<file path="src/rtl/lmae_pkg.sv">
package lmae_pkg;

  localparam int unsigned LUMA_W  = 24;
  localparam int unsigned PAIR_W  = 25;
  localparam int unsigned LOG_W   = 21;
  localparam int unsigned SUM_W   = 45;
  localparam int unsigned CNT_W   = 25;
  localparam int unsigned VALUE_W = 30;
  localparam int unsigned POS_W   = 12;
  localparam int unsigned SIZE_W  = 13;

  localparam logic [15:0] COEF_R = 16'd13933;
  localparam logic [15:0] COEF_G = 16'd46871;
  localparam logic [15:0] COEF_B = 16'd4732;

  localparam logic [VALUE_W-1:0] EXPO_ONE = 30'd65536;
  localparam logic [VALUE_W-1:0] EXPO_MIN = 30'd66;
  localparam logic [VALUE_W-1:0] EXPO_MAX = 30'd655360000;
  localparam logic [27:0]        K018_Q30 = 28'd193273528;

  typedef enum logic [1:0] {
    KIND_LUMA = 2'd0,
    KIND_MIP  = 2'd1,
    KIND_EXPO = 2'd2
  } kind_e;

  typedef enum logic [1:0] {
    REG_WIDTH  = 2'd0,
    REG_HEIGHT = 2'd1,
    REG_ENABLE = 2'd2
  } reg_e;

  typedef struct packed {
    logic                    start;
    logic                    enable;
    logic signed [SUM_W-1:0] log_sum;
    logic [CNT_W-1:0]        log_count;
  } expo_req_t;

  function automatic logic [30:0] exp2_frac(input logic [3:0] k);
    logic [30:0] t;
    unique case (k)
      4'd0:  t = 31'd1518500250;
      4'd1:  t = 31'd1276901417;
      4'd2:  t = 31'd1170923762;
      4'd3:  t = 31'd1121280436;
      4'd4:  t = 31'd1097253708;
      4'd5:  t = 31'd1085434106;
      4'd6:  t = 31'd1079572136;
      4'd7:  t = 31'd1076653033;
      4'd8:  t = 31'd1075196443;
      4'd9:  t = 31'd1074468888;
      4'd10: t = 31'd1074105294;
      4'd11: t = 31'd1073923544;
      4'd12: t = 31'd1073832680;
      4'd13: t = 31'd1073787251;
      4'd14: t = 31'd1073764537;
      default: t = 31'd1073753181;
    endcase
    return t;
  endfunction

endpackage

</file>
<file path="src/rtl/lmae_expo.sv">
module lmae_expo (
  input  logic                               clk_i,
  input  logic                               rst_ni,
  input  lmae_pkg::expo_req_t                req_i,
  output logic                               done_o,
  output logic [lmae_pkg::VALUE_W-1:0]       value_o
);

  typedef enum logic [2:0] {
    E_IDLE,
    E_DIV,
    E_FIX,
    E_EXP,
    E_MUL,
    E_RND,
    E_CLAMP
  } estate_e;

  estate_e                        state_q;
  logic [lmae_pkg::SUM_W-1:0]     a_q;
  logic [lmae_pkg::CNT_W-1:0]     cnt_q;
  logic [lmae_pkg::CNT_W:0]       rem_q;
  logic                           neg_q;
  logic [5:0]                     bit_q;
  logic signed [5:0]              ip_q;
  logic [15:0]                    fp_q;
  logic [3:0]                     k_q;
  logic [31:0]                    acc_q;
  logic [63:0]                    prod_q;
  logic [35:0]                    v_q;
  logic                           done_q;
  logic [lmae_pkg::VALUE_W-1:0]   value_q;

  logic [lmae_pkg::CNT_W:0]       rem_sh;
  logic                           fits;
  logic signed [46:0]             e;
  logic [62:0]                    mac;
  logic [32:0]                    mac_sh;
  logic [5:0]                     s;
  logic [63:0]                    rnd;

  assign rem_sh = {rem_q[lmae_pkg::CNT_W-1:0], a_q[lmae_pkg::SUM_W-1]};
  assign fits   = rem_sh >= {1'b0, cnt_q};
  assign e      = neg_q ? $signed({2'b00, a_q}) + 47'sd1 * (rem_q != '0)
                        : -$signed({2'b00, a_q});
  assign mac    = acc_q * lmae_pkg::exp2_frac(k_q) + 63'(32'd1 << 29);
  assign mac_sh = mac[62:30];
  assign s      = 6'(7'sd44 - 7'(ip_q));
  assign rnd    = (prod_q + (64'd1 << (s - 6'd1))) >> s;

  always_ff @(posedge clk_i or negedge rst_ni) begin
    if (!rst_ni) begin
      state_q <= E_IDLE;
      done_q  <= 1'b0;
      value_q <= '0;
      a_q     <= '0;
      cnt_q   <= '0;
      rem_q   <= '0;
      neg_q   <= 1'b0;
      bit_q   <= '0;
      ip_q    <= '0;
      fp_q    <= '0;
      k_q     <= '0;
      acc_q   <= '0;
      prod_q  <= '0;
      v_q     <= '0;
    end else begin
      done_q <= 1'b0;
      unique case (state_q)
        E_IDLE: begin
          if (req_i.start) begin
            if (!req_i.enable || req_i.log_count == '0) begin
              value_q <= lmae_pkg::EXPO_ONE;
              done_q  <= 1'b1;
            end else begin
              neg_q   <= req_i.log_sum[lmae_pkg::SUM_W-1];
              a_q     <= req_i.log_sum[lmae_pkg::SUM_W-1] ? 45'(-req_i.log_sum)
                                                          : 45'(req_i.log_sum);
              cnt_q   <= req_i.log_count;
              rem_q   <= '0;
              bit_q   <= '0;
              state_q <= E_DIV;
            end
          end
        end
        E_DIV: begin
          rem_q  <= fits ? rem_sh - {1'b0, cnt_q} : rem_sh;
          a_q    <= {a_q[lmae_pkg::SUM_W-2:0], fits};
          bit_q  <= bit_q + 6'd1;
          if (bit_q == 6'(lmae_pkg::SUM_W - 1)) begin
            state_q <= E_FIX;
          end
        end
        E_FIX: begin
          if (e >= 47'sd1376256) begin
            value_q <= lmae_pkg::EXPO_MAX;
            done_q  <= 1'b1;
            state_q <= E_IDLE;
          end else if (e < -47'sd1245184) begin
            value_q <= lmae_pkg::EXPO_MIN;
            done_q  <= 1'b1;
            state_q <= E_IDLE;
          end else begin
            ip_q    <= $signed(e[21:16]);
            fp_q    <= e[15:0];
            k_q     <= '0;
            acc_q   <= 32'd1 << 30;
            state_q <= E_EXP;
          end
        end
        E_EXP: begin
          if (fp_q[15]) begin
            acc_q <= mac_sh[31:0];
          end
          fp_q <= {fp_q[14:0], 1'b0};
          k_q  <= k_q + 4'd1;
          if (k_q == 4'd15) begin
            state_q <= E_MUL;
          end
        end
        E_MUL: begin
          prod_q  <= acc_q * lmae_pkg::K018_Q30;
          state_q <= E_RND;
        end
        E_RND: begin
          v_q     <= rnd[35:0];
          state_q <= E_CLAMP;
        end
        E_CLAMP: begin
          if (v_q < 36'(lmae_pkg::EXPO_MIN)) begin
            value_q <= lmae_pkg::EXPO_MIN;
          end else if (v_q > 36'(lmae_pkg::EXPO_MAX)) begin
            value_q <= lmae_pkg::EXPO_MAX;
          end else begin
            value_q <= v_q[lmae_pkg::VALUE_W-1:0];
          end
          done_q  <= 1'b1;
          state_q <= E_IDLE;
        end
        default: state_q <= E_IDLE;
      endcase
    end
  end

  assign done_o  = done_q;
  assign value_o = value_q;

endmodule

</file>
<file path="config.mk">
export PLATFORM = sky130hd
export DESIGN_NAME = lmae_expo
export DESIGN_NICKNAME = d
export VERILOG_FILES = /design/src/rtl/lmae_pkg.sv /design/src/rtl/lmae_expo.sv
export SDC_FILE = /design/constraint.sdc
export NUM_CORES = 2
export LEC_CHECK = 0
export ABC_AREA = 0
export BUFFER_PORTS_ARGS = -buffer_cell sky130_fd_sc_hd__buf_2
export CORE_MARGIN = 2
export CORE_UTILIZATION = 53
export DETAILED_ROUTE_END_ITERATION = 6
export PLACE_DENSITY_LB_ADDON = 0.1
export SKIP_CTS_REPAIR_TIMING = 1
export SYNTH_ARGS = -nofsm -noshare
export SYNTH_HDL_FRONTEND = slang
export SYNTH_SLANG_ARGS = --single-unit
</file>
<file path="constraint.sdc">
create_clock -name clk_i -period 11.23 [get_ports clk_i]
set_input_delay 1.6845 -clock clk_i [delete_from_list [all_inputs] [get_ports clk_i]]
set_output_delay 1.6845 -clock clk_i [all_outputs]
set_load 0.05 [all_outputs]
</file>
==> impl_metrics.toml <==
[yosys]
syn_nets = 10370
synth_top_area_frac = 0.3260
synth_flop_cell = "dfrtp_1"
yosysWarnings = 0
yosysTopAreaCell = "fa_1"
avgSynthCellArea_um2 = 8.607
syn_inst = 8397
syn_area_um2 = 72270
synth.area.top_cells = "fa_1, ha_1, dfrtp_1"
ys_seq_area_frac = 0.09972
ys_ff_latch = 288
async_flop_share = 1.000
ys_types = 98
synth_edf_count = 0

[sta]
relSlewSlack = 0.1749
finalCritPeriodShare = 0.9271
max_freq_ghz = 0.09605
rsz0062_at_grt = "false"
fin_setup_tns_ns = 0
hold_viol = 0
tightest_slew_ns = 1.206
min_period_ns = 10.41
fin_ws_ns = 0.8182
slew_viol_final = 0
setup_viol = 0
finClkSkew_ns = 0.06111

[route]
via_per_inst = 5.940
met3_length_um = 19490
met2WireLength_um = 102700
drtIter0Drc = 4867
wl_per_cell_um = 22.70
m1WireLength_um = 98980
topRoutingLayerUsed = "met5"
vias = 59560
drc = 0
wl_um = 227600
drtAntennaViolNets = 0
firstDrtPassIters = 6

[setup_path]
startpoint_type = "flip-flop"
cpLargestDelayFamily = "adder cells"
rr_worst_depth = 33
worst-path-max-fanout = 17
crit_cells = 33
crit_arrival_ns = 10.93
cp-end-kind = "flip-flop"
critPathMostFrequentCell = "fa_1"
crit_slowest_cell = "a21oi_2"
cp_slowest_stage_delay_ns = 0.68
critical_path_class = "flip-flop to flip-flop"
cp.required_ns = 11.75
path_buf_inv = 7

[clock_network]
clk_latency_ns = 0.65
cts_sinks = 288
cts_root_buffer = "clkbuf_16"
cts_buffer_depth = 3
numCtsBuffers = 39
clkTransAtPathRegs_ns = 0.06
cts_tree = "yes"
cts_max_level = 2

[grt]
grt_start_max_net_pins = 117
grt_pass1_wl_um = 358400
track_usage = 0.3307
grt_pass1_vias = 60740
grt_overflow = 0
grt_antenna_before_repair = 8

[min_path]
whs_path_depth = 2
min-delay-path-class = "flip-flop to flip-flop"

[cells_and_area]
area_growth_pct = 4.979
final_nets = 10180
filler_cell_count = 12650
regArea_um2 = 7213
drive_above_1_share = 0.05108
multi_input_area_um2 = 57580

[floorplanning]
num_io_pins = 105
die_width_um = 373.3
dieArea_um2 = 139300
rows = 135
die_h_um = 373.3
start_util = 0.5335
coreArea_um2 = 135500

[power]
p_per_area_nw_per_um2 = 38.60
peakVddDrop_mv = 0.1061
p_leak_nw = 39.25

[place]
hpwl_um = 183500
port_buffers = 104
pre_cts_ws_ns = 0.9291
gp_congestion = 0.9536

[outcome]
outcome = "finished clean"

[job]
max_cap_viol_count = 0
-- where the power goes --
group	leakage [nW]	internal (W)	switching [W]
clock network	0.660	0.000786	0.000567
registers	3.77	0.00108	0.0000641
logic	34.8	0.000162	0.000271
total	39.2	0.00203	0.000903
-- worst register-to-register path: cells and delay by family (launching register included) --
kind / cells / cell delay, ns
flip-flops: 1 / 0.61
buffers and inverters: 7 / 1.04
AO/OA/AOI/OAI: 12 / 3.06
AND/OR/NAND/NOR: 3 / 0.57
adder cells (fa/ha/maj): 10 / 4.86
XOR/XNOR: 1 / 0.15
-- path summary, 6_finish.rpt --
path	start	endpoint	slack (ns)
worst max-delay path	k_q[1]	acc_q[29]	0.82
worst min-delay path	fp_q[2]	fp_q[2]	0.47
worst max register to register	k_q[1]	acc_q[29]	0.82
worst min register to register	fp_q[2]	fp_q[2]	0.47
max in group asynchronous	rst_ni	rem_q[23]	8.59
min in group asynchronous	rst_ni	v_q[17]	1.14
-- area by class of cell --
type | count | area share
Timing Repair Buffer | 224 | 0.01920
Inverter | 1602 | 0.07926
Clock buffer | 52 | 0.01430
Antenna cell | 3 | 0.00009895
Multi-Input combinational cell | 6057 | 0.7589
Tap cell | 1781 | 0.02937
Sequential cell | 288 | 0.09507
Clock inverter | 19 | 0.003810
-- synthesized netlist by cell type, types with 37 or more instances --
cell,count
dfrtp_1,288
nor3_1,100
xor2_1,97
nand2_1,854
nor2_1,373
nand4_1,89
o21ai_0,361
nand2b_1,43
o21a_1,53
a22o_1,41
a211oi_1,37
nor2b_1,37
a21oi_1,296
buf_1,42
nand3_1,143
a21o_1,90
nor4_1,101
ha_1,718
and2_1,465
a31oi_1,91
xnor2_1,148
o211ai_1,47
mux2i_1,107
inv_1,1601
and3_1,41
clkbuf_1,399
fa_1,1177
-- per-layer routing --
metal | vias up | global-route usage
met5 | - | 0
met4 | 2 | 0.07883
met3 | 326 | 0.06743
met2 | 2276 | 0.5185
met1 | 30110 | 0.4711
li1 | 26850 | -
-- flip-flops by register name (all words and copies together) (netlist names), 3 cells and up --
name,flops
a_q,45
value_o,30
bit_q,6
state_q,3
prod_q,57
k_q,4
acc_q,32
rem_q,26
cnt_q,25
fp_q,16
ip_q,6
v_q,36
-- placed cells by master (no fill, tap or decap), types with 19 or more instances in the layout --
master | Yosys | routed
a211o_1 | 28 | 28
a211oi_1 | 37 | 37
a21o_1 | 90 | 90
a21oi_1 | 296 | 290
a22o_1 | 41 | 41
a22oi_1 | 29 | 29
a31oi_1 | 91 | 88
and2_1 | 465 | 464
and3_1 | 41 | 41
buf_2 | 8 | 103
buf_4 | 0 | 118
clkbuf_16 | 0 | 39
dfrtp_1 | 288 | 285
fa_1 | 1177 | 1177
ha_1 | 718 | 718
inv_1 | 1601 | 1600
mux2_2 | 24 | 24
mux2i_1 | 107 | 107
mux4_2 | 24 | 24
nand2_1 | 854 | 854
nand2b_1 | 43 | 43
nand3_1 | 143 | 143
nand4_1 | 89 | 89
nor2_1 | 373 | 370
nor2b_1 | 37 | 37
nor3_1 | 100 | 96
nor4_1 | 101 | 101
o211ai_1 | 47 | 47
o21a_1 | 53 | 53
o21ai_0 | 361 | 353
o21bai_1 | 19 | 19
o22ai_1 | 24 | 24
o31ai_1 | 36 | 36
or3_1 | 33 | 32
or4_1 | 27 | 27
xnor2_1 | 148 | 145
xor2_1 | 97 | 94
-- metrics by stage --
step,instance area [um^2],util,total power (W),std cells,hold WS [ns]
floorplan,72270,-,0.001446,8397,0.4447
global placement,74490,0.5499,0.001582,9952,0.4589
detailed placement,74490,0.5499,0.001590,9952,0.4660
CTS,75860,0.5600,0.002957,10020,0.4794
global route,75860,0.5600,0.003063,10020,0.5074
finish,75870,0.5601,0.002929,10030,0.4744
-- logic make-up after synthesis --
| group | share of synthesized area |
|---|---|
| AOI/OAI and AO/OA | 0.1234 |
| xor gates and xnor gates | 0.02992 |
| adders and majority gates | 0.4503 |
| buffers and inverters | 0.1068 |
| DFF | 0.09972 |
| muxes | 0.02604 |
| and+or+nand+nor | 0.1638 |
(Power assumes the default switching activity.)
