$ cat config.mk
export PLATFORM = sky130hd
export DESIGN_NAME = lmae_log2
export DESIGN_NICKNAME = d
export VERILOG_FILES = /design/src/rtl/lmae_pkg.sv /design/src/rtl/lmae_log2.sv
export SDC_FILE = /design/constraint.sdc
export NUM_CORES = 1
export LEC_CHECK = 0
export ABC_CLOCK_PERIOD_IN_PS = 9200
export BUFFER_PORTS_ARGS = -buffer_cell sky130_fd_sc_hd__clkbuf_2
export CORE_ASPECT_RATIO = 0.7
export CORE_UTILIZATION = 45
export CTS_CLUSTER_DIAMETER = 50
export DETAILED_ROUTE_END_ITERATION = 10
export PLACE_DENSITY_LB_ADDON = 0.2
export SETUP_SLACK_MARGIN = 0.02
export SYNTH_ARGS = -nofsm -noshare
export SYNTH_HDL_FRONTEND = slang
export SYNTH_SLANG_ARGS = --single-unit
$ cat constraint.sdc
create_clock -name clk_i -period 9.2 [get_ports clk_i]
set_input_delay 1.84 -clock clk_i [delete_from_list [all_inputs] [get_ports clk_i]]
set_output_delay 1.84 -clock clk_i [all_outputs]
set_load 0.02 [all_outputs]
$ cat src/rtl/lmae_pkg.sv
package lmae_pkg;

  localparam int unsigned LUMA_W  = 24;
  localparam int unsigned PAIR_W  = 25;
  localparam int unsigned LOG_W   = 21;
  localparam int unsigned SUM_W   = 45;
  localparam int unsigned CNT_W   = 25;
  localparam int unsigned VALUE_W = 30;
  localparam int unsigned POS_W   = 12;
  localparam int unsigned SIZE_W  = 13;

  localparam logic [15:0] COEF_R = 16'd13933;
  localparam logic [15:0] COEF_G = 16'd46871;
  localparam logic [15:0] COEF_B = 16'd4732;

  localparam logic [VALUE_W-1:0] EXPO_ONE = 30'd65536;
  localparam logic [VALUE_W-1:0] EXPO_MIN = 30'd66;
  localparam logic [VALUE_W-1:0] EXPO_MAX = 30'd655360000;
  localparam logic [27:0]        K018_Q30 = 28'd193273528;

  typedef enum logic [1:0] {
    KIND_LUMA = 2'd0,
    KIND_MIP  = 2'd1,
    KIND_EXPO = 2'd2
  } kind_e;

  typedef enum logic [1:0] {
    REG_WIDTH  = 2'd0,
    REG_HEIGHT = 2'd1,
    REG_ENABLE = 2'd2
  } reg_e;

  typedef struct packed {
    logic                    start;
    logic                    enable;
    logic signed [SUM_W-1:0] log_sum;
    logic [CNT_W-1:0]        log_count;
  } expo_req_t;

  function automatic logic [30:0] exp2_frac(input logic [3:0] k);
    logic [30:0] t;
    unique case (k)
      4'd0:  t = 31'd1518500250;
      4'd1:  t = 31'd1276901417;
      4'd2:  t = 31'd1170923762;
      4'd3:  t = 31'd1121280436;
      4'd4:  t = 31'd1097253708;
      4'd5:  t = 31'd1085434106;
      4'd6:  t = 31'd1079572136;
      4'd7:  t = 31'd1076653033;
      4'd8:  t = 31'd1075196443;
      4'd9:  t = 31'd1074468888;
      4'd10: t = 31'd1074105294;
      4'd11: t = 31'd1073923544;
      4'd12: t = 31'd1073832680;
      4'd13: t = 31'd1073787251;
      4'd14: t = 31'd1073764537;
      default: t = 31'd1073753181;
    endcase
    return t;
  endfunction

endpackage

$ cat src/rtl/lmae_log2.sv
module lmae_log2 (
  input  logic                                clk_i,
  input  logic                                rst_ni,
  input  logic                                start_i,
  input  logic [lmae_pkg::LUMA_W-1:0]         luma_i,
  output logic                                done_o,
  output logic signed [lmae_pkg::LOG_W-1:0]   value_o
);

  typedef enum logic [1:0] {
    L_IDLE,
    L_NORM,
    L_SQ
  } lstate_e;

  lstate_e     state_q;
  logic [23:0] m_q;
  logic [4:0]  shift_q;
  logic [3:0]  step_q;
  logic [15:0] frac_q;
  logic        done_q;
  logic [47:0] sq;
  logic [24:0] sq_top;
  logic [4:0]  ipart;

  assign sq     = m_q * m_q;
  assign sq_top = sq[47:23];
  assign ipart  = 5'd11 - shift_q;

  always_ff @(posedge clk_i or negedge rst_ni) begin
    if (!rst_ni) begin
      state_q <= L_IDLE;
      done_q  <= 1'b0;
      m_q     <= '0;
      shift_q <= '0;
      step_q  <= '0;
      frac_q  <= '0;
    end else begin
      done_q <= 1'b0;
      unique case (state_q)
        L_IDLE: begin
          if (start_i) begin
            m_q     <= luma_i;
            shift_q <= '0;
            step_q  <= '0;
            frac_q  <= '0;
            state_q <= L_NORM;
          end
        end
        L_NORM: begin
          if (m_q[23]) begin
            state_q <= L_SQ;
          end else begin
            m_q     <= {m_q[22:0], 1'b0};
            shift_q <= shift_q + 5'd1;
          end
        end
        L_SQ: begin
          frac_q <= {frac_q[14:0], sq_top[24]};
          m_q    <= sq_top[24] ? sq_top[24:1] : sq_top[23:0];
          step_q <= step_q + 4'd1;
          if (step_q == 4'd15) begin
            done_q  <= 1'b1;
            state_q <= L_IDLE;
          end
        end
        default: state_q <= L_IDLE;
      endcase
    end
  end

  assign done_o  = done_q;
  assign value_o = $signed({ipart, frac_q});

endmodule

==> run_results.csv, run 1 <==
group,metric,value,unit
grt,largest_net_degree_at_the_start_of_global_routing,53,
detailed_routing,remaining_drc_errors,0,
placement,numPortBuffers,48,
placement,dp_cells,2694,
logic_synthesis,yosys_register_bits,52,
logic_synthesis,seq_area_frac_synth,6.81,%
sta,period_needed,8.32,ns
clock_network,clock_tree_sinks,52,
sta,max-slew-margin-rel,18.3,%
logic_synthesis,syn_avg_cell_area,8.90,µm²
sta,final-setup-viol-count,0,
clock_network,insertion_delay,0.30,ns
sta,count_of_endpoints_failing_hold_in_the_final_timing_report,0,
min_path,min-delay-path-class,"reg -> reg",
floorplanning,dieArea,43300,µm²
clock_network,clk_pin_slew_worst_paths,0.08,ns
detailed_routing,detail_route.first_pass.iterations,5,
detailed_routing,detail_route.iter0.violations,913,
grt,wire_length_of_the_first_global_routing_pass,84100,µm
clock_network,tritoncts_clock_tree,"built",
logic_synthesis,yosys.cell_types.count,57,
layout,fin_area,20100,µm²
logic_synthesis,synth.largest_area_cell,"sky130_fd_sc_hd__fa_1",
layout,post_route_cells_drive_above_1_share,5.00,%
min_path,hold-path-endpoint,"frac_q[15]",
clock_network,cts-hold-fix-buffers,0,
critical_path,worstSetupEndpointType,"flop",
grt,first_global_vias,15200,
clock_network,cts.repair.resized,0,
layout,syn_to_final_growth,5.43,%
clock_network,cts_max_path_buffers,2,
min_path,holdCritStartpoint,"frac_q[15]",
layout,antennaDiodeCount,0,
logic_synthesis,share_of_synthesized_flip_flops_with_an_asynchronous_set_or_reset,100,%
floorplanning,initial_utilization,46.1,%
detailed_routing,postRouteWirelength,50900,µm
placement,hpwl_after_detailed_placement,42800,µm
critical_path,r2r_slack,0.88,ns
detailed_routing,number_of_vias_after_detailed_routing,14100,
sta,timing_worst_slew_pin_value,1.23,ns
detailed_routing,post_route_ant_nets,0,
job,maxCapViolCount,0,
layout,ff_latch_area,1300,µm²
layout,num-nets-final,2786,
layout,post_layout_nonfiller_instances,2702,
placement,globalplace.congestion,0.920,
logic_synthesis,synth_flop_cell,"sky130_fd_sc_hd__dfrtp_1",
detailed_routing,route.detailed.wl_per_inst,18.8,µm
grt,antenna_found_initial,0,
critical_path,worstReg2RegEnd,"m_q[19]",
clock_network,cts.repair_timing.setup_buffer_count,0,
sta,rsz0062_at_grt,"false",
critical_path,timing_worst_setup_path_type,"reg -> reg",
floorplanning,ioPinCount,49,
detailed_routing,routed_via_count_divided_by_cell_count,5.23,
floorplanning,die_w,248,µm
critical_path,r2r_start,"m_q[15]",
sta,drv_slew,0,
floorplanning,core_area,41400,µm²
logic_synthesis,synth_area_leaders,"sky130_fd_sc_hd__fa_1, sky130_fd_sc_hd__inv_1, sky130_fd_sc_hd__ha_1",
critical_path,ff2ff_path_depth,22,
logic_synthesis,mappedNetlistArea,19100,µm²
sta,worst_clock_skew,0.00946,ns
clock_network,clock_buffers_created_by_tritoncts,5,
sta,period_share,90.4,%
placement,placement.cell_area,20000,µm²
logic_synthesis,synthesis.nets,2777,
critical_path,required,9.38,ns
floorplanning,placement_rows,62,
clock_network,cts_htree_levels,2,
grt,globalRouteOverflowTotal,0,
critical_path,timing.critical_path.arrival,8.50,ns
logic_synthesis,post_synth_inst_count,2148,
sta,fmaxAchievable,120,MHz
critical_path,critPathLaunchType,"flop",
logic_synthesis,synth_top_cell_area_share,44.2,%
critical_path,critical_path.max_fanout,21,
floorplanning,chipHeight,174,µm
grt,grt_use_total,25.2,%
run_status,status,"finished, final reports clean",
min_path,worstHoldPathCells,1,
logic_synthesis,synth-edff-count,0,
layout,multi_input_area,15200,µm²
clock_network,cts_root_buf,"sky130_fd_sc_hd__clkbuf_16",
layout,filler_cell_count,3962,
logic_synthesis,total_number_of_yosys_warnings,0,
sta,setup_total_negative_slack,0,ns
[sequential cells by signal, indices dropped and copies added (netlist names)]
name / flops
done_o: 1
frac_q: 16
m_q: 24
shift_q: 5
state_q: 2
step_q: 4
[worst max-delay path, stage by stage, from the launching register on]
cell	delay [ns]
sky130_fd_sc_hd__dfrtp_1	1.12
sky130_fd_sc_hd__nand2_1	0.30
sky130_fd_sc_hd__fa_1	0.55
sky130_fd_sc_hd__fa_1	0.55
sky130_fd_sc_hd__inv_1	0.05
sky130_fd_sc_hd__fa_1	0.49
sky130_fd_sc_hd__fa_1	0.57
sky130_fd_sc_hd__fa_1	0.50
sky130_fd_sc_hd__fa_1	0.53
sky130_fd_sc_hd__inv_1	0.05
sky130_fd_sc_hd__fa_1	0.50
sky130_fd_sc_hd__inv_1	0.09
sky130_fd_sc_hd__ha_1	0.39
sky130_fd_sc_hd__a21oi_1	0.30
sky130_fd_sc_hd__o211ai_1	0.17
sky130_fd_sc_hd__a211oi_1	0.29
sky130_fd_sc_hd__nor2_2	0.10
sky130_fd_sc_hd__nor3_2	0.43
sky130_fd_sc_hd__a221oi_4	0.16
sky130_fd_sc_hd__xnor2_2	0.22
sky130_fd_sc_hd__buf_4	0.22
sky130_fd_sc_hd__or3_1	0.36
sky130_fd_sc_hd__a41o_1	0.24
[stage by stage]
stage | setup WS [ns] | hold slack, ns | util [%]
after global routing | 0.609 | 0.528 | 48.6
after global placement | 1.20 | 0.493 | 48.2
final | 0.883 | 0.508 | 48.6
after floorplan | 2.08 | 0.501 | -
after detailed placement | 1.01 | 0.491 | 48.2
after CTS | 0.970 | 0.514 | 48.6
[cells in the final DEF, fill, tap and decap left out, types with 9 or more instances in the layout]
| cell | synthesis | final |
|---|---|---|
| sky130_fd_sc_hd__mux2i_1 | 15 | 15 |
| sky130_fd_sc_hd__dfrtp_1 | 52 | 52 |
| sky130_fd_sc_hd__xor2_1 | 18 | 18 |
| sky130_fd_sc_hd__nand3_1 | 13 | 13 |
| sky130_fd_sc_hd__xnor2_1 | 19 | 18 |
| sky130_fd_sc_hd__clkbuf_2 | 0 | 48 |
| sky130_fd_sc_hd__nand4_1 | 13 | 13 |
| sky130_fd_sc_hd__or3_1 | 14 | 14 |
| sky130_fd_sc_hd__a211oi_1 | 10 | 10 |
| sky130_fd_sc_hd__nor2b_1 | 9 | 9 |
| sky130_fd_sc_hd__inv_1 | 611 | 611 |
| sky130_fd_sc_hd__nand2_1 | 234 | 234 |
| sky130_fd_sc_hd__nor2_1 | 69 | 69 |
| sky130_fd_sc_hd__a21o_1 | 28 | 28 |
| sky130_fd_sc_hd__a21oi_1 | 78 | 78 |
| sky130_fd_sc_hd__a22o_1 | 23 | 23 |
| sky130_fd_sc_hd__o211ai_1 | 11 | 11 |
| sky130_fd_sc_hd__nor3_1 | 13 | 13 |
| sky130_fd_sc_hd__fa_1 | 422 | 422 |
| sky130_fd_sc_hd__o221ai_1 | 10 | 10 |
| sky130_fd_sc_hd__and2_1 | 106 | 106 |
| sky130_fd_sc_hd__o21ai_0 | 53 | 52 |
| sky130_fd_sc_hd__ha_1 | 180 | 180 |
| sky130_fd_sc_hd__buf_4 | 5 | 36 |
[layer usage]
layer	global-route usage (%)	wire length (µm)	vias to the layer above
met1	40.2	24700	7149
met5	0	0	-
met2	35.9	21100	492
li1	-	-	6453
met4	2.72	501	0
met3	5.14	4550	31
[cells by family (layout without fill, tap and decap cells)]
kind of cell	count (synthesis)	count (layout)	share of synthesized area [%]
flops	52	52	6.81
fa+ha+maj	602	602	56.0
buf+inv	693	703	13.7
mux	20	20	1.08
xor+xnor	38	38	1.78
compound gates	249	249	8.47
simple gates	494	494	12.1
[synthesized netlist by cell type (all sizes together), types with 2 or more instances]
| cell type | instances |
|---|---|
| o22ai | 2 |
| a31oi | 4 |
| a22o | 23 |
| xnor2 | 20 |
| or3 | 14 |
| o221ai | 10 |
| mux2i | 15 |
| nand2b | 5 |
| inv | 611 |
| nor3 | 14 |
| nand4 | 13 |
| nor2b | 9 |
| dfrtp | 52 |
| or2 | 3 |
| nor2 | 71 |
| nor4 | 2 |
| a41oi | 2 |
| and3 | 2 |
| nor3b | 2 |
| a21o | 28 |
| a41o | 3 |
| o21ai | 54 |
| a311oi | 2 |
| ha | 180 |
| o21bai | 4 |
| and2 | 106 |
| buf | 9 |
| clkbuf | 73 |
| mux2 | 5 |
| a21oi | 79 |
| o21a | 3 |
| xor2 | 18 |
| nand2 | 234 |
| o31ai | 4 |
| nand3b | 3 |
| fa | 422 |
| a211oi | 10 |
| and4 | 2 |
| nand3 | 13 |
| o211ai | 11 |
[worst max path at each step]
stage | slack (ns) | from | end | depth (start not counted)
final | 0.88 | m_q[15] | m_q[19] | 22
after floorplan | 2.08 | m_q[18] | m_q[19] | 25
after detailed placement | 1.01 | m_q[15] | m_q[19] | 22
after global routing | 0.61 | m_q[15] | m_q[19] | 22
after CTS | 0.97 | m_q[15] | m_q[19] | 22
after global placement | 1.20 | m_q[15] | m_q[19] | 22
[area by class of cell]
class / instances / area share [%]
clock buffer: 5 / 0.621
clock inverter: 3 / 0.230
inverter: 611 / 11.4
multi-input combinational: 1403 / 75.4
sequential: 52 / 6.46
tap: 544 / 3.38
timing repair buffer: 84 / 2.53
Power of run 1 is not shown: default switching activity piles up to over one toggle a cycle in this logic, so the estimate is an artifact.
==> run 2, diff against run 1 <==
--- a/config.mk
+++ b/config.mk
@@ -6,11 +6,11 @@
 export NUM_CORES = 1
 export LEC_CHECK = 0
 export ABC_CLOCK_PERIOD_IN_PS = 9200
-export BUFFER_PORTS_ARGS = -buffer_cell sky130_fd_sc_hd__clkbuf_2
 export CORE_ASPECT_RATIO = 0.7
 export CORE_UTILIZATION = 45
 export CTS_CLUSTER_DIAMETER = 50
 export DETAILED_ROUTE_END_ITERATION = 10
+export DONT_BUFFER_PORTS = 1
 export PLACE_DENSITY_LB_ADDON = 0.2
 export SETUP_SLACK_MARGIN = 0.02
 export SYNTH_ARGS = -nofsm -noshare
==> run 2 against run 1 <==
Register-to-register slack worse by 0.26 ns. Worst setup slack worse by 0.26 ns. Critical path depth up 1. Count of clock-buffer cells in the layout up 2. Via count down 0.63%. Global-route usage up 0.063 points. First-iteration DRC count up 16%. Highest routed layer unchanged. Maximum frequency down 3.0%. Utilization down 0.48 points. Hold slack better by 0.029 ns. Cell count down 1.5%. Clock skew down 0.0025 ns. Critical endpoint unchanged.
==> run_results.csv, run 2 (same netlist as run 1, synthesis figures left out) <==
group,metric,value,unit
grt,grt_use_total,25.3,%
layout,fin_area,19900,µm²
min_path,holdCritStartpoint,"step_q[1]",
floorplanning,die_w,248,µm
grt,antenna_found_initial,5,
clock_network,insertion_delay,0.30,ns
floorplanning,placement_rows,62,
grt,globalRouteOverflowTotal,0,
placement,placement.cell_area,19800,µm²
critical_path,worstSetupEndpoint,"m_q[19]",
detailed_routing,detail_route.first_pass.iterations,5,
critical_path,critical_path_depth,23,
detailed_routing,detail_route.iter0.violations,1057,
sta,period_share,93.2,%
grt,largest_net_degree_at_the_start_of_global_routing,53,
detailed_routing,route.detailed.wl_per_inst,19.2,µm
grt,wire_length_of_the_first_global_routing_pass,84000,µm
placement,hpwl_after_detailed_placement,42500,µm
sta,fmaxAchievable,117,MHz
sta,rsz0062_at_grt,"false",
critical_path,ff2ff_path_depth,23,
layout,largest_reg_flops,24,
layout,post_route_cells_drive_above_1_share,2.94,%
sta,timing_worst_slew_pin_value,1.19,ns
layout,syn_to_final_growth,4.39,%
layout,mostFrequentLayoutCell,"sky130_fd_sc_hd__inv_1",
floorplanning,dieArea,43300,µm²
floorplanning,chipHeight,174,µm
floorplanning,ioPinCount,49,
layout,layout_top_registers,"m_q x24, frac_q x16, shift_q x5",
job,maxCapViolCount,0,
sta,worst_clock_skew,0.00692,ns
clock_network,cts.repair.resized,0,
clock_network,clock_tree_sinks,52,
sta,setup_total_negative_slack,0,ns
clock_network,cts_max_path_buffers,2,
sta,max-slew-margin-rel,20.8,%
critical_path,worstReg2RegEnd,"m_q[19]",
critical_path,critical_path.max_fanout,24,
critical_path,crit_path_top_delay_cell,"sky130_fd_sc_hd__dfrtp_1",
critical_path,worstPathCellList,"buf_4, and2_1, fa_1, fa_1, inv_1, fa_1, inv_1, fa_1, fa_1, fa_1, inv_1, fa_1, inv_1, ha_1, a21oi_1, o211ai_1, a211oi_1, nor2_2, nor3_2, a221oi_4, xnor2_2, o21ai_0, a41o_1",
clock_network,tritoncts_clock_tree,"built",
detailed_routing,post_route_ant_nets,0,
clock_network,cts-hold-fix-buffers,0,
critical_path,worstSetupEndpointType,"flop",
placement,globalplace.congestion,0.964,
detailed_routing,postRouteWirelength,51000,µm
detailed_routing,remaining_drc_errors,0,
sta,drv_slew,0,
floorplanning,initial_utilization,46.1,%
placement,numPortBuffers,0,
clock_network,cts_root_buf,"sky130_fd_sc_hd__clkbuf_16",
critical_path,timing.critical_path.arrival,8.76,ns
clock_network,cts.repair_timing.setup_buffer_count,0,
critical_path,cp_num_buf_inv,5,
clock_network,clk_pin_slew_worst_paths,0.07,ns
critical_path,cp_common_cell,"sky130_fd_sc_hd__fa_1",
layout,filler_cell_count,4021,
min_path,min-delay-path-class,"reg -> reg",
run_status,status,"finished, final reports clean",
sta,final-setup-viol-count,0,
sta,count_of_endpoints_failing_hold_in_the_final_timing_report,0,
clock_network,clock_buffers_created_by_tritoncts,5,
detailed_routing,number_of_vias_after_detailed_routing,14000,
sta,period_needed,8.57,ns
layout,mostFrequentLayoutCells,"sky130_fd_sc_hd__inv_1, sky130_fd_sc_hd__fa_1, sky130_fd_sc_hd__nand2_1",
clock_network,cts_htree_levels,2,
critical_path,critPathLaunchType,"flop",
detailed_routing,routed_via_count_divided_by_cell_count,5.27,
layout,num-nets-final,2740,
critical_path,timing_worst_setup_path_type,"reg -> reg",
critical_path,timing.critical_path.slowest_cell_delay,1.10,ns
critical_path,r2r_start,"m_q[5]",
critical_path,worstSetupStartpoint,"m_q[5]",
critical_path,required,9.39,ns
critical_path,cpLargestDelayFamily,"adder cells",
layout,top_register,"m_q",
floorplanning,core_area,41400,µm²
critical_path,r2r_slack,0.63,ns
grt,first_global_vias,14900,
run 2: how the worst min path moves through the flow:
| stage | slack [ns] | cells past startpoint | end |
|---|---|---|---|
| finish | 0.54 | 1 | step_q[1] |
| floorplan | 0.50 | 1 | step_q[1] |
| detailed placement | 0.52 | 1 | step_q[1] |
| global route | 0.57 | 1 | step_q[1] |
| CTS | 0.54 | 1 | step_q[1] |
| global placement | 0.52 | 1 | step_q[1] |
run 2: per-stage QoR:
step                worst slack (ns)  util [%]  instances  hold slack [ns]
finish                         0.627      48.2       2662            0.537
global route                   0.225      48.1       2661            0.570
CTS                            0.762      48.1       2656            0.541
detailed placement             0.771      47.7       2648            0.521
global placement               0.836      47.7       2648            0.524
floorplan                       2.08         -       2148            0.501
run 2: routing by layer:
layer / up-vias / share of wire (%) / track usage, %
met5: - / 0 / 0
met4: 0 / 1.3 / 4.34
met3: 46 / 8.5 / 4.88
met2: 505 / 40 / 34.8
met1: 7133 / 50 / 40.9
li1: 6352 / - / -
run 2: area by class of cell:
cell class              count  area [µm²]  share of cell area, %
repair buffers             38         285                   1.43
clock inverters             1        30.0                  0.151
well taps                 544         681                   3.41
diodes                      6        15.0                 0.0753
multi-input cells        1403       15200                   76.1
inverters                 611        2290                   11.5
clock buffers               7         153                  0.765
flip-flops and latches     52        1300                   6.52
Power of run 2 is left out for the same reason.
==> run 3, diff against run 2 <==
--- a/config.mk
+++ b/config.mk
@@ -7,6 +7,7 @@
 export LEC_CHECK = 0
 export ABC_CLOCK_PERIOD_IN_PS = 9200
 export CORE_ASPECT_RATIO = 0.7
+export CORE_MARGIN = 3
 export CORE_UTILIZATION = 45
 export CTS_CLUSTER_DIAMETER = 50
 export DETAILED_ROUTE_END_ITERATION = 10
==> run 3 against run 2 <==
Register-to-register slack improved by 0.28 ns. Utilization decreased by 0.097 points. Global-route usage decreased by 1.5 points. Maximum frequency increased by 3.4%. Cell count decreased by 0.23%. Clock skew increased by 0.0016 ns. Sequential share of layout area about the same. Count of clock-buffer cells in the layout decreased by 2. Hold slack improved by 0.0068 ns. Die area increased by 3.9%. Critical endpoint is now m_q[2]. Design area decreased by 0.20%. Sequential cell count unchanged. Largest cell class unchanged.
==> run_results.csv, run 3 (same netlist as run 1, synthesis figures left out) <==
group,metric,value,unit
critical_path,critical_path.max_fanout,19,
critical_path,ff2ff_path_depth,24,
critical_path,timing.critical_path.arrival,8.52,ns
sta,fmaxAchievable,121,MHz
critical_path,worstSetupStartpoint,"m_q[14]",
layout,mostFrequentLayoutCell,"sky130_fd_sc_hd__inv_1",
sta,rsz0062_at_grt,"false",
floorplanning,dieArea,45000,µm²
layout,mostFrequentLayoutCells,"sky130_fd_sc_hd__inv_1, sky130_fd_sc_hd__fa_1, sky130_fd_sc_hd__nand2_1",
floorplanning,die_w,252,µm
critical_path,timing_worst_setup_path_type,"reg -> reg",
layout,num-nets-final,2739,
layout,syn_to_final_growth,4.18,%
clock_network,tritoncts_clock_tree,"built",
clock_network,cts_max_path_buffers,2,
grt,largest_net_degree_at_the_start_of_global_routing,53,
critical_path,cp_common_cell,"sky130_fd_sc_hd__fa_1",
critical_path,worstReg2RegEnd,"m_q[2]",
detailed_routing,detail_route.iter0.violations,994,
sta,count_of_endpoints_failing_hold_in_the_final_timing_report,0,
placement,globalplace.congestion,0.930,
critical_path,r2r_slack,0.91,ns
clock_network,cts.repair.resized,0,
sta,period_share,90.1,%
floorplanning,initial_utilization,46.1,%
layout,filler_cell_count,4074,
critical_path,required,9.43,ns
detailed_routing,remaining_drc_errors,0,
critical_path,cpLargestDelayFamily,"adder cells",
critical_path,worstSetupEndpointType,"flop",
sta,period_needed,8.29,ns
layout,top_register,"m_q",
sta,setup_total_negative_slack,0,ns
layout,post_route_cells_drive_above_1_share,2.89,%
floorplanning,core_area,41400,µm²
min_path,worstHoldPathCells,1,
placement,numPortBuffers,0,
sta,final-setup-viol-count,0,
sta,timing_worst_slew_pin_value,1.11,ns
min_path,min-delay-path-class,"reg -> reg",
placement,hpwl_after_detailed_placement,42500,µm
clock_network,cts.repair_timing.setup_buffer_count,0,
run_status,status,"finished, final reports clean",
floorplanning,chipHeight,178,µm
layout,largest_reg_flops,24,
grt,wire_length_of_the_first_global_routing_pass,82900,µm
job,maxCapViolCount,0,
min_path,holdCritStartpoint,"step_q[1]",
critical_path,worstPathCellList,"and2_1, inv_1, fa_1, inv_1, fa_1, inv_1, fa_1, fa_1, inv_1, fa_1, fa_1, inv_1, fa_1, inv_1, ha_1, a211oi_1, o211ai_1, a211oi_1, nor2_2, nor3_2, a221oi_4, xnor2_2, mux2_2, a21oi_1",
critical_path,r2r_start,"m_q[14]",
clock_network,cts_htree_levels,2,
layout,layout_top_registers,"m_q x24, frac_q x16, shift_q x5",
critical_path,crit_path_top_delay_cell,"sky130_fd_sc_hd__dfrtp_1",
grt,grt_use_total,23.8,%
clock_network,clk_pin_slew_worst_paths,0.08,ns
clock_network,clock_tree_sinks,52,
floorplanning,placement_rows,62,
clock_network,cts_root_buf,"sky130_fd_sc_hd__clkbuf_16",
clock_network,clock_buffers_created_by_tritoncts,5,
detailed_routing,post_route_ant_nets,0,
grt,antenna_found_initial,5,
detailed_routing,detail_route.first_pass.iterations,5,
grt,first_global_vias,14900,
critical_path,critPathLaunchType,"flop",
detailed_routing,postRouteWirelength,50500,µm
sta,max-slew-margin-rel,25.5,%
critical_path,timing.critical_path.slowest_cell_delay,1.00,ns
sta,drv_slew,0,
grt,globalRouteOverflowTotal,0,
critical_path,cp_num_buf_inv,6,
sta,worst_clock_skew,0.00848,ns
detailed_routing,routed_via_count_divided_by_cell_count,5.21,
detailed_routing,route.detailed.wl_per_inst,19.0,µm
clock_network,insertion_delay,0.31,ns
floorplanning,ioPinCount,49,
detailed_routing,number_of_vias_after_detailed_routing,13800,
min_path,hold-path-endpoint,"step_q[1]",
clock_network,cts-hold-fix-buffers,0,
run 3: cell count changes in the layout (fill, tap and decap cells not counted):
cell	before	now
sky130_fd_sc_hd__buf_12	0	1
sky130_fd_sc_hd__buf_4	38	36
sky130_fd_sc_hd__bufinv_16	1	0
sky130_fd_sc_hd__clkbuf_8	2	0
sky130_fd_sc_hd__clkinvlp_4	0	1
sky130_fd_sc_hd__diode_2	6	1
sky130_fd_sc_hd__inv_6	0	2
run 3: metal layers:
| metal | up-vias | track usage [%] | wire length, µm |
|---|---|---|---|
| met5 | - | 0 | 0 |
| met4 | 0 | 1.32 | 236 |
| met3 | 23 | 5.71 | 4360 |
| met2 | 444 | 34.7 | 20900 |
| met1 | 7010 | 37.3 | 25000 |
| li1 | 6361 | - | - |
run 3: per-stage QoR:
step / cell area (µm²) / cells / utilization, % / hold slack [ns] / worst slack, ns
floorplan: 19100 / 2148 / - / 0.501 / 2.08
global placement: 19800 / 2647 / 47.7 / 0.525 / 1.10
detailed placement: 19800 / 2647 / 47.7 / 0.527 / 0.954
CTS: 19900 / 2655 / 48.1 / 0.549 / 0.912
global route: 19900 / 2656 / 48.1 / 0.588 / 0.491
finish: 19900 / 2656 / 48.1 / 0.543 / 0.912
run 3: area by class of cell:
class,instances,area (µm²),share of cell area [%]
clock buffer,5,125,0.628
timing repair buffer,37,290,1.46
clock inverter,3,25.0,0.126
sequential,52,1300,6.54
tap,544,681,3.42
inverter,611,2290,11.5
antenna,1,2.50,0.0126
multi-input combinational,1403,15200,76.3
run 3: how the worst max path moves through the flow:
stage / endpoint / slack (ns) / depth (start not counted)
after floorplan: m_q[19] / 2.08 / 25
after global placement: m_q[7] / 1.10 / 22
after detailed placement: m_q[2] / 0.95 / 24
after CTS: m_q[2] / 0.91 / 24
after global routing: m_q[2] / 0.49 / 24
final: m_q[2] / 0.91 / 24
run 3: worst register-to-register path: stages, from the launching register on:
cell                       delay (ns)
sky130_fd_sc_hd__dfrtp_1         1.00
sky130_fd_sc_hd__and2_1          0.30
sky130_fd_sc_hd__inv_1           0.08
sky130_fd_sc_hd__fa_1            0.55
sky130_fd_sc_hd__inv_1           0.06
sky130_fd_sc_hd__fa_1            0.48
sky130_fd_sc_hd__inv_1           0.05
sky130_fd_sc_hd__fa_1            0.52
sky130_fd_sc_hd__fa_1            0.52
sky130_fd_sc_hd__inv_1           0.05
sky130_fd_sc_hd__fa_1            0.44
sky130_fd_sc_hd__fa_1            0.55
sky130_fd_sc_hd__inv_1           0.06
sky130_fd_sc_hd__fa_1            0.47
sky130_fd_sc_hd__inv_1           0.04
sky130_fd_sc_hd__ha_1            0.34
sky130_fd_sc_hd__a211oi_1        0.35
sky130_fd_sc_hd__o211ai_1        0.16
sky130_fd_sc_hd__a211oi_1        0.28
sky130_fd_sc_hd__nor2_2          0.10
sky130_fd_sc_hd__nor3_2          0.42
sky130_fd_sc_hd__a221oi_4        0.16
sky130_fd_sc_hd__xnor2_2         0.70
sky130_fd_sc_hd__mux2_2          0.41
sky130_fd_sc_hd__a21oi_1         0.11
Power of run 3 is left out for the same reason.
